## config.mk

```make
export PLATFORM = sky130hd
export DESIGN_NAME = ps2_mouse_packet_tracker_top
export DESIGN_NICKNAME = d
export VERILOG_FILES = /design/src/rtl/psmt_pkg.sv /design/src/rtl/psmt_decode.sv /design/src/rtl/psmt_update.sv /design/src/rtl/ps2_mouse_packet_tracker_top.sv
export SDC_FILE = /design/constraint.sdc
export NUM_CORES = 1
export LEC_CHECK = 0
export BUFFER_PORTS_ARGS = -buffer_cell sky130_fd_sc_hd__buf_2
export CORE_MARGIN = 2
export CORE_UTILIZATION = 59
export DETAILED_ROUTE_END_ITERATION = 8
export PLACE_DENSITY = 0.92
export SYNTH_ARGS = -nofsm -noshare
export SYNTH_HDL_FRONTEND = slang
export SYNTH_SLANG_ARGS = --single-unit
```

## constraint.sdc

```tcl
create_clock -name aclk -period 6.09 [get_ports aclk]
set_clock_uncertainty 0.1 [all_clocks]
set_input_delay 0.9135 -clock aclk [delete_from_list [all_inputs] [get_ports aclk]]
set_output_delay 0.9135 -clock aclk [all_outputs]
set_load 0.02 [all_outputs]
```

## src/rtl/psmt_pkg.sv

```systemverilog
// Shared types and constants for the PS/2 mouse packet tracker.
// No dependencies; every other file in rtl/ imports this package.
package psmt_pkg;

    // Default and reset values.
    localparam int POSITION_WIDTH_DEF = 16;
    localparam int RESET_POS_X        = 512;
    localparam int RESET_POS_Y        = 384;
    localparam int MAX_X_RESET        = 1023;
    localparam int MAX_Y_RESET        = 767;

    // Field widths.
    localparam int BYTE_W  = 8;
    localparam int COORD_W = 16;
    localparam int DELTA_W = 9;

    // Bit positions inside the first byte of a packet.
    localparam int SYNC_BIT  = 3;
    localparam int XSIGN_BIT = 4;
    localparam int YSIGN_BIT = 5;

    // Configuration register indexes.
    localparam logic REG_MAX_X = 1'b0;
    localparam logic REG_MAX_Y = 1'b1;

    // Position of the next byte within a packet.
    typedef enum logic [1:0] {
        IDX_FIRST  = 2'd0,
        IDX_SECOND = 2'd1,
        IDX_THIRD  = 2'd2
    } idx_t;

    // Decoder view of the byte being offered this cycle.
    typedef struct packed {
        logic                       third;
        logic signed [DELTA_W-1:0]  dx;
        logic signed [DELTA_W-1:0]  dy;
    } pkt_t;

endpackage

```

## src/rtl/psmt_decode.sv

```systemverilog
// Packet alignment and delta extraction for the PS/2 mouse packet tracker.
// Depends on psmt_pkg.
module psmt_decode (
    input  logic                          aclk,
    input  logic                          aresetn,
    input  logic                          byte_accept,
    input  logic [psmt_pkg::BYTE_W-1:0]   byte_data,
    output psmt_pkg::pkt_t                pkt
);
    import psmt_pkg::*;

    idx_t              idx_reg;
    idx_t              idx_next;
    logic [BYTE_W-1:0] first_reg;
    logic [BYTE_W-1:0] first_next;
    logic [BYTE_W-1:0] second_reg;
    logic [BYTE_W-1:0] second_next;

    always_ff @(posedge aclk) begin
        if (!aresetn) begin
            idx_reg    <= IDX_FIRST;
            first_reg  <= '0;
            second_reg <= '0;
        end else begin
            idx_reg    <= idx_next;
            first_reg  <= first_next;
            second_reg <= second_next;
        end
    end

    // Next state: a first byte is taken only when its sync bit is set.
    always_comb begin
        idx_next    = idx_reg;
        first_next  = first_reg;
        second_next = second_reg;
        if (byte_accept) begin
            unique case (idx_reg)
                IDX_SECOND: begin
                    second_next = byte_data;
                    idx_next    = IDX_THIRD;
                end
                IDX_THIRD: begin
                    idx_next = IDX_FIRST;
                end
                default: begin
                    if (byte_data[SYNC_BIT]) begin
                        first_next = byte_data;
                        idx_next   = IDX_SECOND;
                    end else begin
                        idx_next = IDX_FIRST;
                    end
                end
            endcase
        end
    end

    // Outputs: the deltas are nine-bit two's complement values.
    always_comb begin
        pkt.third = (idx_reg == IDX_THIRD);
        pkt.dx    = $signed({first_reg[XSIGN_BIT], second_reg});
        pkt.dy    = $signed({first_reg[YSIGN_BIT], byte_data});
    end

endmodule

```

## src/rtl/psmt_update.sv

```systemverilog
// Saturating pointer position update for the PS/2 mouse packet tracker.
// Depends on psmt_pkg.
module psmt_update #(
    parameter int POSITION_WIDTH = psmt_pkg::POSITION_WIDTH_DEF
) (
    input  logic                                  aclk,
    input  logic                                  aresetn,
    input  logic                                  update_en,
    input  logic signed [psmt_pkg::DELTA_W-1:0]   dx,
    input  logic signed [psmt_pkg::DELTA_W-1:0]   dy,
    input  logic [psmt_pkg::COORD_W-1:0]          max_x,
    input  logic [psmt_pkg::COORD_W-1:0]          max_y,
    output logic [POSITION_WIDTH-1:0]             pos_x,
    output logic [POSITION_WIDTH-1:0]             pos_y
);
    import psmt_pkg::*;

    // Working width holds position, limit and a nine-bit delta with sign.
    localparam int SW = ((POSITION_WIDTH > COORD_W) ? POSITION_WIDTH : COORD_W) + 2;

    logic [POSITION_WIDTH-1:0] pos_x_reg;
    logic [POSITION_WIDTH-1:0] pos_x_next;
    logic [POSITION_WIDTH-1:0] pos_y_reg;
    logic [POSITION_WIDTH-1:0] pos_y_next;

    // The effective limit is the register value, capped by what the
    // position register can hold. The sum is clamped to [0, limit].
    function automatic logic [POSITION_WIDTH-1:0] sat_add(
        input logic [POSITION_WIDTH-1:0] pos,
        input logic signed [SW-1:0]      delta,
        input logic [COORD_W-1:0]        max_val
    );
        logic [SW-1:0]        cap;
        logic [SW-1:0]        lim;
        logic signed [SW-1:0] sum;
        cap = SW'({POSITION_WIDTH{1'b1}});
        lim = (SW'(max_val) < cap) ? SW'(max_val) : cap;
        sum = $signed(SW'(pos)) + delta;
        if (sum < 0) begin
            return '0;
        end else if ($unsigned(sum) > lim) begin
            return POSITION_WIDTH'(lim);
        end else begin
            return POSITION_WIDTH'($unsigned(sum));
        end
    endfunction

    always_ff @(posedge aclk) begin
        if (!aresetn) begin
            pos_x_reg <= POSITION_WIDTH'(RESET_POS_X);
            pos_y_reg <= POSITION_WIDTH'(RESET_POS_Y);
        end else begin
            pos_x_reg <= pos_x_next;
            pos_y_reg <= pos_y_next;
        end
    end

    always_comb begin
        pos_x_next = pos_x_reg;
        pos_y_next = pos_y_reg;
        if (update_en) begin
            // Y grows downward on screen, so the mouse Y delta is subtracted.
            pos_x_next = sat_add(pos_x_reg, SW'(dx), max_x);
            pos_y_next = sat_add(pos_y_reg, -SW'(dy), max_y);
        end
    end

    assign pos_x = pos_x_reg;
    assign pos_y = pos_y_reg;

endmodule

```

## src/rtl/ps2_mouse_packet_tracker_top.sv

```systemverilog
// Top level of the PS/2 mouse packet tracker: channels, configuration registers.
// Depends on psmt_pkg, psmt_decode and psmt_update.
//
//   Channel   Direction  Payload                           Handshake
//   s_        in         mouse_byte (one raw mouse byte)   s_tvalid / s_tready
//   m_        out        pointer_x, pointer_y              m_tvalid / m_tready
//   cfg_      in         max_x (index 0), max_y (index 1)  cfg_wr_en, no stall
//
// A packet of three bytes yields one item on the cycle after its third byte
// is accepted. The position registers are the output payload and the only
// thing that holds m_tdata, so first and second bytes keep flowing while a
// result waits; only a third byte stalls, and only while the previous result
// is still held and m_tready is low.
// Reset (aresetn low, synchronous) recenters the pointer to 512/384, sets the
// limits to 1023/767 and realigns to the start of a packet.
module ps2_mouse_packet_tracker_top #(
    parameter int POSITION_WIDTH = psmt_pkg::POSITION_WIDTH_DEF
) (
    input  logic                            aclk,
    input  logic                            aresetn,
    // Input byte stream.
    input  logic                            s_tvalid,
    output logic                            s_tready,
    input  logic [7:0]                      s_tdata,   // [7:0] mouse_byte
    // Result stream.
    output logic                            m_tvalid,
    input  logic                            m_tready,
    output logic [31:0]                     m_tdata,   // [15:0] pointer_x, [31:16] pointer_y
    // Configuration write port.
    input  logic                            cfg_wr_en,
    input  logic                            cfg_addr,
    input  logic [psmt_pkg::COORD_W-1:0]    cfg_data
);
    import psmt_pkg::*;

    logic [COORD_W-1:0]        max_x_reg;
    logic [COORD_W-1:0]        max_x_next;
    logic [COORD_W-1:0]        max_y_reg;
    logic [COORD_W-1:0]        max_y_next;
    logic                      m_valid_reg;
    logic                      m_valid_next;
    logic                      s_accept;
    logic                      pkt_done;
    pkt_t                      pkt;
    logic [POSITION_WIDTH-1:0] pos_x;
    logic [POSITION_WIDTH-1:0] pos_y;

    // Configuration registers: written directly, the index picks the target.
    always_comb begin
        max_x_next = max_x_reg;
        max_y_next = max_y_reg;
        if (cfg_wr_en) begin
            unique case (cfg_addr)
                REG_MAX_X: max_x_next = cfg_data;
                REG_MAX_Y: max_y_next = cfg_data;
            endcase
        end
    end

    // A third byte may enter only when the result slot is free or being
    // drained this cycle, since it overwrites the positions on m_tdata.
    assign s_tready = !pkt.third || !m_valid_reg || m_tready;
    assign s_accept = s_tvalid && s_tready;
    assign pkt_done = s_accept && pkt.third;

    always_comb begin
        m_valid_next = m_valid_reg;
        if (pkt_done) begin
            m_valid_next = 1'b1;
        end else if (m_tready) begin
            m_valid_next = 1'b0;
        end
    end

    always_ff @(posedge aclk) begin
        if (!aresetn) begin
            max_x_reg   <= COORD_W'(MAX_X_RESET);
            max_y_reg   <= COORD_W'(MAX_Y_RESET);
            m_valid_reg <= 1'b0;
        end else begin
            max_x_reg   <= max_x_next;
            max_y_reg   <= max_y_next;
            m_valid_reg <= m_valid_next;
        end
    end

    psmt_decode u_decode (
        .aclk        (aclk),
        .aresetn     (aresetn),
        .byte_accept (s_accept),
        .byte_data   (s_tdata),
        .pkt         (pkt)
    );

    psmt_update #(
        .POSITION_WIDTH (POSITION_WIDTH)
    ) u_update (
        .aclk      (aclk),
        .aresetn   (aresetn),
        .update_en (pkt_done),
        .dx        (pkt.dx),
        .dy        (pkt.dy),
        .max_x     (max_x_reg),
        .max_y     (max_y_reg),
        .pos_x     (pos_x),
        .pos_y     (pos_y)
    );

    // Positions are reported as 16-bit coordinates.
    assign m_tvalid = m_valid_reg;
    assign m_tdata  = {COORD_W'(pos_y), COORD_W'(pos_x)};

endmodule

```

==> summary.txt, run 1 <==
Setup path
  – Setup CP Type: input port to flop
  – Critical path data arrival time: about 5.5 ns
  – Startpoint Class: input port
  – Peak fanout along the critical path: 16
  – Setup crit end kind: flop
  – CP Data Required Time: 6.21 ns

Drt
  – Drt drc: 0
  – Vias: 4982
  – Iteration count of the initial detailed-routing pass: 5
  – Total Wirelength: 13.7 mm
  – Number of nets with antenna violations after detailed routing: 0
  – Routed vias/inst: 6.01
  – WL per Instance: roughly 17 µm
  – First DRT Iteration DRCs: 235

Clock network
  – Max clock buf depth: 2
  – CTS root buf: clkbuf_8
  – CTS tree: built
  – Clock sinks: 77
  – Clock-pin slew on the worst setup and hold paths: 0.08 ns
  – Buffer count from post-CTS setup fixing: 0
  – Resized cells post-CTS: 0
  – Worst-Skew Late Latency: 0.36 ns
  – Num CTS Buffers: 9
  – H-tree level count: 3
  – Hold Buf Count CTS: 0

Timing
  – Slew @ Worst Pin: 1.27 ns
  – Post-route clock period utilization: between 80% and 90%
  – Setup-violating endpoint count in the final report: 0
  – Hold Slack: approximately 0.37 ns
  – Fin. Hold Viols: 0
  – Minimum clock period: ~5.4 ns
  – Setup TNS: 0 ns
  – RSZ-0062 raised after global routing: false
  – F_max: 185 MHz
  – Fin. max-slew vios: 0
  – Setup ws final: 0.695 ns
  – Slew headroom: 14.9%

Global route
  – Vias in the first global route: around 5000
  – GRT Total Usage: 28.5%
  – First-pass GRT wire length: roughly 23 mm
  – Met2 GRT Util: 49.4%
  – Initial antenna violation count: 0
  – Largest net degree at the start of global routing: 31
  – Remaining global-route overflow: 0
  – Met1 GRT Util: 33.2%
  – GR peak layer: met2
  – Met3 Track Usage GR: 5.20%

Cells and area
  – Ant diodes: 0
  – Design area: a little under 6000 µm²
  – Fin cells: ~830
  – Area grow syn2layout: 10.1%
  – Layout filler cell count: 673
  – Layout cells sized above 1: 13.0%
  – NumNets Final: 817
  – Final core utilization: 67.3%

Synthesis
  – Ys async rst share: 0%
  – Seq/Total Area, Yosys: around 29%
  – Mapped cell area: 5390 µm²
  – Ys flop type: dfxtp_1
  – Post-synthesis area per instance: between 8 and 9 µm²
  – Synth warn: 0
  – Syn Inst Count: 665
  – Flops & latches, synth: 77
  – Post-synth EDFFs: 0
  – Post-synth top area share: 28.6%
  – Netlist cell types: 59
  – Synth area leaders: dfxtp_1 (29%), ha_1 (16%), nand2_1 (6.6%), mux2i_1 (6.3%), a21oi_1 (5.9%)
  – Mapped Nets: 765
  – Post-synth top area cell: dfxtp_1

Run
  – Maxcap violations: 0

Floorplan
  – Top Ports: 64
  – Die ar.: 9910 µm²
  – Chip Height: 99.6 µm
  – Row cnt: 34
  – Initial core utilization: 61.2%
  – Width of the die: between 90 and 100 µm
  – Core ar.: 8810 µm²

Placed design
  – Dpl cells: 814
  – IO Port Bufs: 63
  – Final Wtd Congestion: 0.931
  – Worst slack at placement: 0.511 ns
  – Post-DP HPWL: 10.6 mm
  – Placed Area: 5720 µm²

Power and ir drop
  – Max rail drop VDD: between 0.1 and 0.15 mV
  – Combinational share of power: 23.7%
  – Internal power: 884 µW
  – Switching part of the total: 30.2%
  – Leak: 2.93 nW
  – Overall Power: 1.27 mW
  – Clock Power Share: between 30% and 40%
  – Sw power: 383 µW
  – Sequential share of power: 42.2%
  – Pwr/cell area: roughly 210 nW/µm²

Hold path
  – Hold Path Class: flop to flop

Run status
  – Status: complete, no violations
-- kinds of logic (layout without fill, tap and decap cells) --
logic type | Yosys count | in the layout | synth area share, %
mux | 34 | 34 | 6.32
flops | 77 | 77 | 28.6
simple gates | 192 | 192 | 15.8
buf+inv | 82 | 138 | 6.53
fa+ha+maj | 70 | 70 | 16.5
xor+xnor | 25 | 25 | 4.07
compound gates | 185 | 185 | 22.1
-- worst max-delay path: stages --
cell and delay [ns]:
buf_2 0.09, ha_1 0.17, inv_1 0.05, fa_1 0.42, a211oi_1 0.34, nor2_1 0.13, o41ai_1 0.48, o31ai_1 0.23
nand3_1 0.15, a21oi_1 0.07, a31oi_1 0.22, ha_1 0.17, and4_1 0.19, nand3_1 0.09, nor2_1 0.14, a21boi_0 0.25
o31ai_1 0.17, and4_4 0.23, a31oi_4 0.59, mux2i_1 0.28, o21ai_1 0.10
-- layer usage --
metal,share of wire [%],wire [µm]
met2,48,6570
met4,4.4,607
met3,5.3,726
met1,42,5800
met5,0,0
-- cells in the mapped netlist, drive strengths merged, types with 7 or more instances --
master	count
a211oi	8
a21o	16
a21oi	64
and3	7
clkbuf	18
dfxtp	77
ha	68
inv	59
mux2i	34
nand2	96
nand3	18
nor2	43
o211ai	18
o21ai	46
xnor2	19
-- cell type report --
type / count / area (µm²) / share of cell area (%)
tap: 108 / 135 / 2.28
timing repair buffer: 64 / 323 / 5.44
sequential: 77 / 1540 / 26.0
inverter: 59 / 221 / 3.73
clock inverter: 4 / 72.6 / 1.22
multi-input combinational: 506 / 3500 / 58.9
clock buffer: 11 / 141 / 2.38
-- power groups by stage --
stage                     sequential (mW)  combinational (mW)  clock, mW
after floorplan                     0.543               0.240          0
after global placement              0.545               0.278          0
after detailed placement            0.545               0.291          0
after CTS                           0.534               0.295      0.430
after global routing                0.536               0.332      0.456
final                               0.535               0.300      0.432
-- placed cells by master (no fill, tap or decap), drive strengths merged, types with 4 or more instances in the layout --
cell type  instances
o21ai             46
inv               59
xor2               6
buf               64
nand3             18
mux2i             34
a211oi             8
and4               4
nand2             96
o21bai             5
nand4              4
a21oi             64
dfxtp             77
clkbuf            11
o211ai            18
nor2              43
nor2b              6
xnor2             19
ha                68
and3               7
o21a               6
a21o              16
-- final timing paths --
check | from | to | slack, ns | depth (start not counted)
max | s_tdata[0] | u_update.pos_y[0] | 0.69 | 21
min | u_update.pos_x[11] | u_update.pos_x[11] | 0.37 | 2
max reg2reg | u_update.pos_y[0] | u_update.pos_y[0] | 0.97 | 21
min reg2reg | u_update.pos_x[11] | u_update.pos_x[11] | 0.37 | 2
No activity file was read; power rests on OpenSTA's default activity.
==> inputs of run 2 (changes only) <==
--- a/config.mk
+++ b/config.mk
@@ -10,6 +10,7 @@
 export CORE_UTILIZATION = 59
 export DETAILED_ROUTE_END_ITERATION = 8
 export PLACE_DENSITY = 0.92
+export REMOVE_ABC_BUFFERS = 1
 export SYNTH_ARGS = -nofsm -noshare
 export SYNTH_HDL_FRONTEND = slang
 export SYNTH_SLANG_ARGS = --single-unit
==> summary.txt, run 2 (synthesized netlist as in run 1, its figures left out) <==
Run status
  – Status: complete, no violations (unchanged)

Global route
  – Vias in the first global route: 5068 (was 5023)
  – First-pass GRT wire length: 23.2 mm (was 22.7 mm)
  – GRT Total Usage: 28.9% (was 28.5%)
  – Initial antenna violation count: 0 (unchanged)
  – Remaining global-route overflow: 0 (unchanged)
  – Largest net degree at the start of global routing: 31 (unchanged)

Drt
  – Number of nets with antenna violations after detailed routing: 0 (unchanged)
  – Total Wirelength: 14.1 mm (was 13.7 mm)
  – Vias: 5108 (was 4982)
  – Iteration count of the initial detailed-routing pass: 5 (unchanged)
  – First DRT Iteration DRCs: 333 (was 235)
  – Routed vias/inst: 6.15 (was 6.01)
  – Drt drc: 0 (unchanged)
  – WL per Instance: 17.0 µm (was 16.5 µm)

Cells and area
  – Layout filler cell count: 644 (was 673)
  – Multi-input gate area: 3500 µm² (unchanged)
  – Layout cells sized above 1: 13.3% (was 13.0%)
  – Area grow syn2layout: 11.1% (was 10.1%)
  – Ant diodes: 0 (unchanged)
  – Commonest non-fill, non-tap cell in the layout: nand2_1 (unchanged)
  – NumNets Final: 818 (was 817)
  – Fin cells: 831 (was 829)
  – Register area: 1540 µm² (unchanged)
  – Design area: 5990 µm² (was 5930 µm²)
  – Most frequent cells in the layout: nand2_1 (95), dfxtp_1 (77), ha_1 (68) (unchanged)

Floorplan
  – Width of the die: 99.6 µm (unchanged)
  – Initial core utilization: 61.2% (unchanged)
  – Top Ports: 64 (unchanged)
  – Chip Height: 99.6 µm (unchanged)
  – Die ar.: 9910 µm² (unchanged)
  – Row cnt: 34 (unchanged)
  – Core ar.: 8810 µm² (unchanged)

Placed design
  – Dpl cells: 815 (was 814)
  – Placed Area: 5720 µm² (about the same)
  – Post-DP HPWL: 10.6 mm (about the same)
  – Final Wtd Congestion: 0.995 (was 0.931)
  – IO Port Bufs: 63 (unchanged)
  – Worst slack at placement: 0.555 ns (was 0.511 ns)

Timing
  – Minimum clock period: 5.22 ns (was 5.40 ns)
  – Hold Slack: 0.370 ns (was 0.365 ns)
  – F_max: 192 MHz (was 185 MHz)
  – Setup TNS: 0 ns (unchanged)
  – Slew @ Worst Pin: 0.881 ns (was 1.27 ns)
  – Slew headroom: 41.3% (was 14.9%)
  – RSZ-0062 raised after global routing: false (unchanged)
  – Fin. max-slew vios: 0 (unchanged)
  – Post-route clock period utilization: 85.7% (was 88.6%)
  – Setup ws final: 0.872 ns (was 0.695 ns)
  – Fin. Hold Viols: 0 (unchanged)
  – Setup-violating endpoint count in the final report: 0 (unchanged)

Setup path
  – Cells along the critical path: buf_2 > ha_1 > inv_1 > fa_1 > a211oi_1 > nor2_1 > o41ai_1 > o31ai_1 > nand3_1 > a21oi_1 > a31oi_1 > ha_1 > and4_1 > nand3_1 > nor2_1 > a21boi_0 > o31ai_1 > and4_4 > a31oi_4 > mux2i_1 > o21ai_0 (was buf_2 > ha_1 > inv_1 > fa_1 > a211oi_1 > nor2_1 > o41ai_1 > o31ai_1 > nand3_1 > a21oi_1 > a31oi_1 > ha_1 > and4_1 > nand3_1 > nor2_1 > a21boi_0 > o31ai_1 > and4_4 > a31oi_4 > mux2i_1 > o21ai_1)
  – Setup CP Type: input port to flop (unchanged)
  – Critical path data arrival time: 5.36 ns (was 5.52 ns)
  – FF-to-FF setup slack: 1.13 ns (was 0.97 ns)
  – CP Data Required Time: 6.23 ns (was 6.21 ns)
  – Worst Setup SP: s_tdata[0] (unchanged)
  – RR Startpoint: u_update.pos_y[0] (unchanged)
  – Critical path's slowest cell: a31oi_4 (unchanged)
  – Startpoint Class: input port (unchanged)
  – Crit path to: u_update.pos_y[7] (was u_update.pos_y[0])
  – R2r endpoint: u_update.pos_y[7] (was u_update.pos_y[0])
  – Peak fanout along the critical path: 16 (unchanged)
  – CP max stage delay: 0.60 ns (was 0.59 ns)
  – Setup crit end kind: flop (unchanged)
  – Reg2reg path depth: 21 (unchanged)

Clock network
  – H-tree level count: 3 (unchanged)
  – Num CTS Buffers: 9 (unchanged)
  – CTS tree: built (unchanged)
  – CTS root buf: clkbuf_8 (unchanged)
  – Buffer count from post-CTS setup fixing: 0 (unchanged)
  – Max clock buf depth: 2 (unchanged)
  – Worst-Skew Late Latency: 0.35 ns (was 0.36 ns)
  – Clock sinks: 77 (unchanged)
  – Hold Buf Count CTS: 0 (unchanged)
  – Clock-pin slew on the worst setup and hold paths: 0.08 ns (about the same)
  – Resized cells post-CTS: 0 (unchanged)

Hold path
  – Hold Path Class: flop to flop (unchanged)
  – Min-Delay Path Depth: 2 (unchanged)

Run
  – Maxcap violations: 0 (unchanged)

Power and ir drop
  – Pwr/cell area: 225 nW/µm² (was 214 nW/µm²)
  – Max rail drop VDD: 0.129 mV (was 0.105 mV)
  – Leak: 2.95 nW (was 2.93 nW)
[run 2: area by class of cell]
class | count | area share (%)
multi-input combinational | 506 | 58.4
tap | 108 | 2.26
clock buffer | 10 | 2.13
inverter | 59 | 3.70
timing repair buffer | 65 | 5.52
clock inverter | 6 | 2.26
sequential | 77 | 25.7
[run 2: worst max-delay path: cells and delay by family]
family	cells	cell delay, ns
fa+ha+maj	3	0.78
compound gates	9	2.32
mux	1	0.28
simple gates	6	0.91
buf+inv	2	0.15
[run 2: stage by stage]
stage | power (mW) | utilization, %
3_3_place_gp | 0.824 | 65.0
3_5_place_dp | 0.839 | 65.0
2_1_floorplan | 0.762 | -
4_1_cts | 1.34 | 68.0
5_1_grt | 1.41 | 68.0
6_report | 1.35 | 68.0
[run 2: how the worst min path moves through the flow]
stage                           start                 to  slack (ns)
global placement    u_update.pos_y[2]  u_update.pos_y[2]        0.35
floorplan               max_x_reg[10]      max_x_reg[10]        0.35
detailed placement  u_update.pos_x[6]  u_update.pos_x[6]        0.36
CTS                 u_update.pos_x[6]  u_update.pos_x[6]        0.37
global route        u_update.pos_x[5]  u_update.pos_x[5]        0.39
finish              u_update.pos_x[6]  u_update.pos_x[6]        0.37
[run 2: layer usage]
layer	GRT usage, %	vias to the layer above	share of wire, %
met5	0	-	0
li1	-	2441	-
met1	34.9	2368	40
met4	13.2	0	3.8
met3	5.69	57	8.2
met2	49.4	242	48
[run 2: report_power, final]
| part | switching [mW] | internal, mW | total (mW) |
|---|---|---|---|
| combinational | 0.179 | 0.125 | 0.304 |
| sequential | 0.0149 | 0.520 | 0.535 |
| clock | 0.197 | 0.314 | 0.511 |
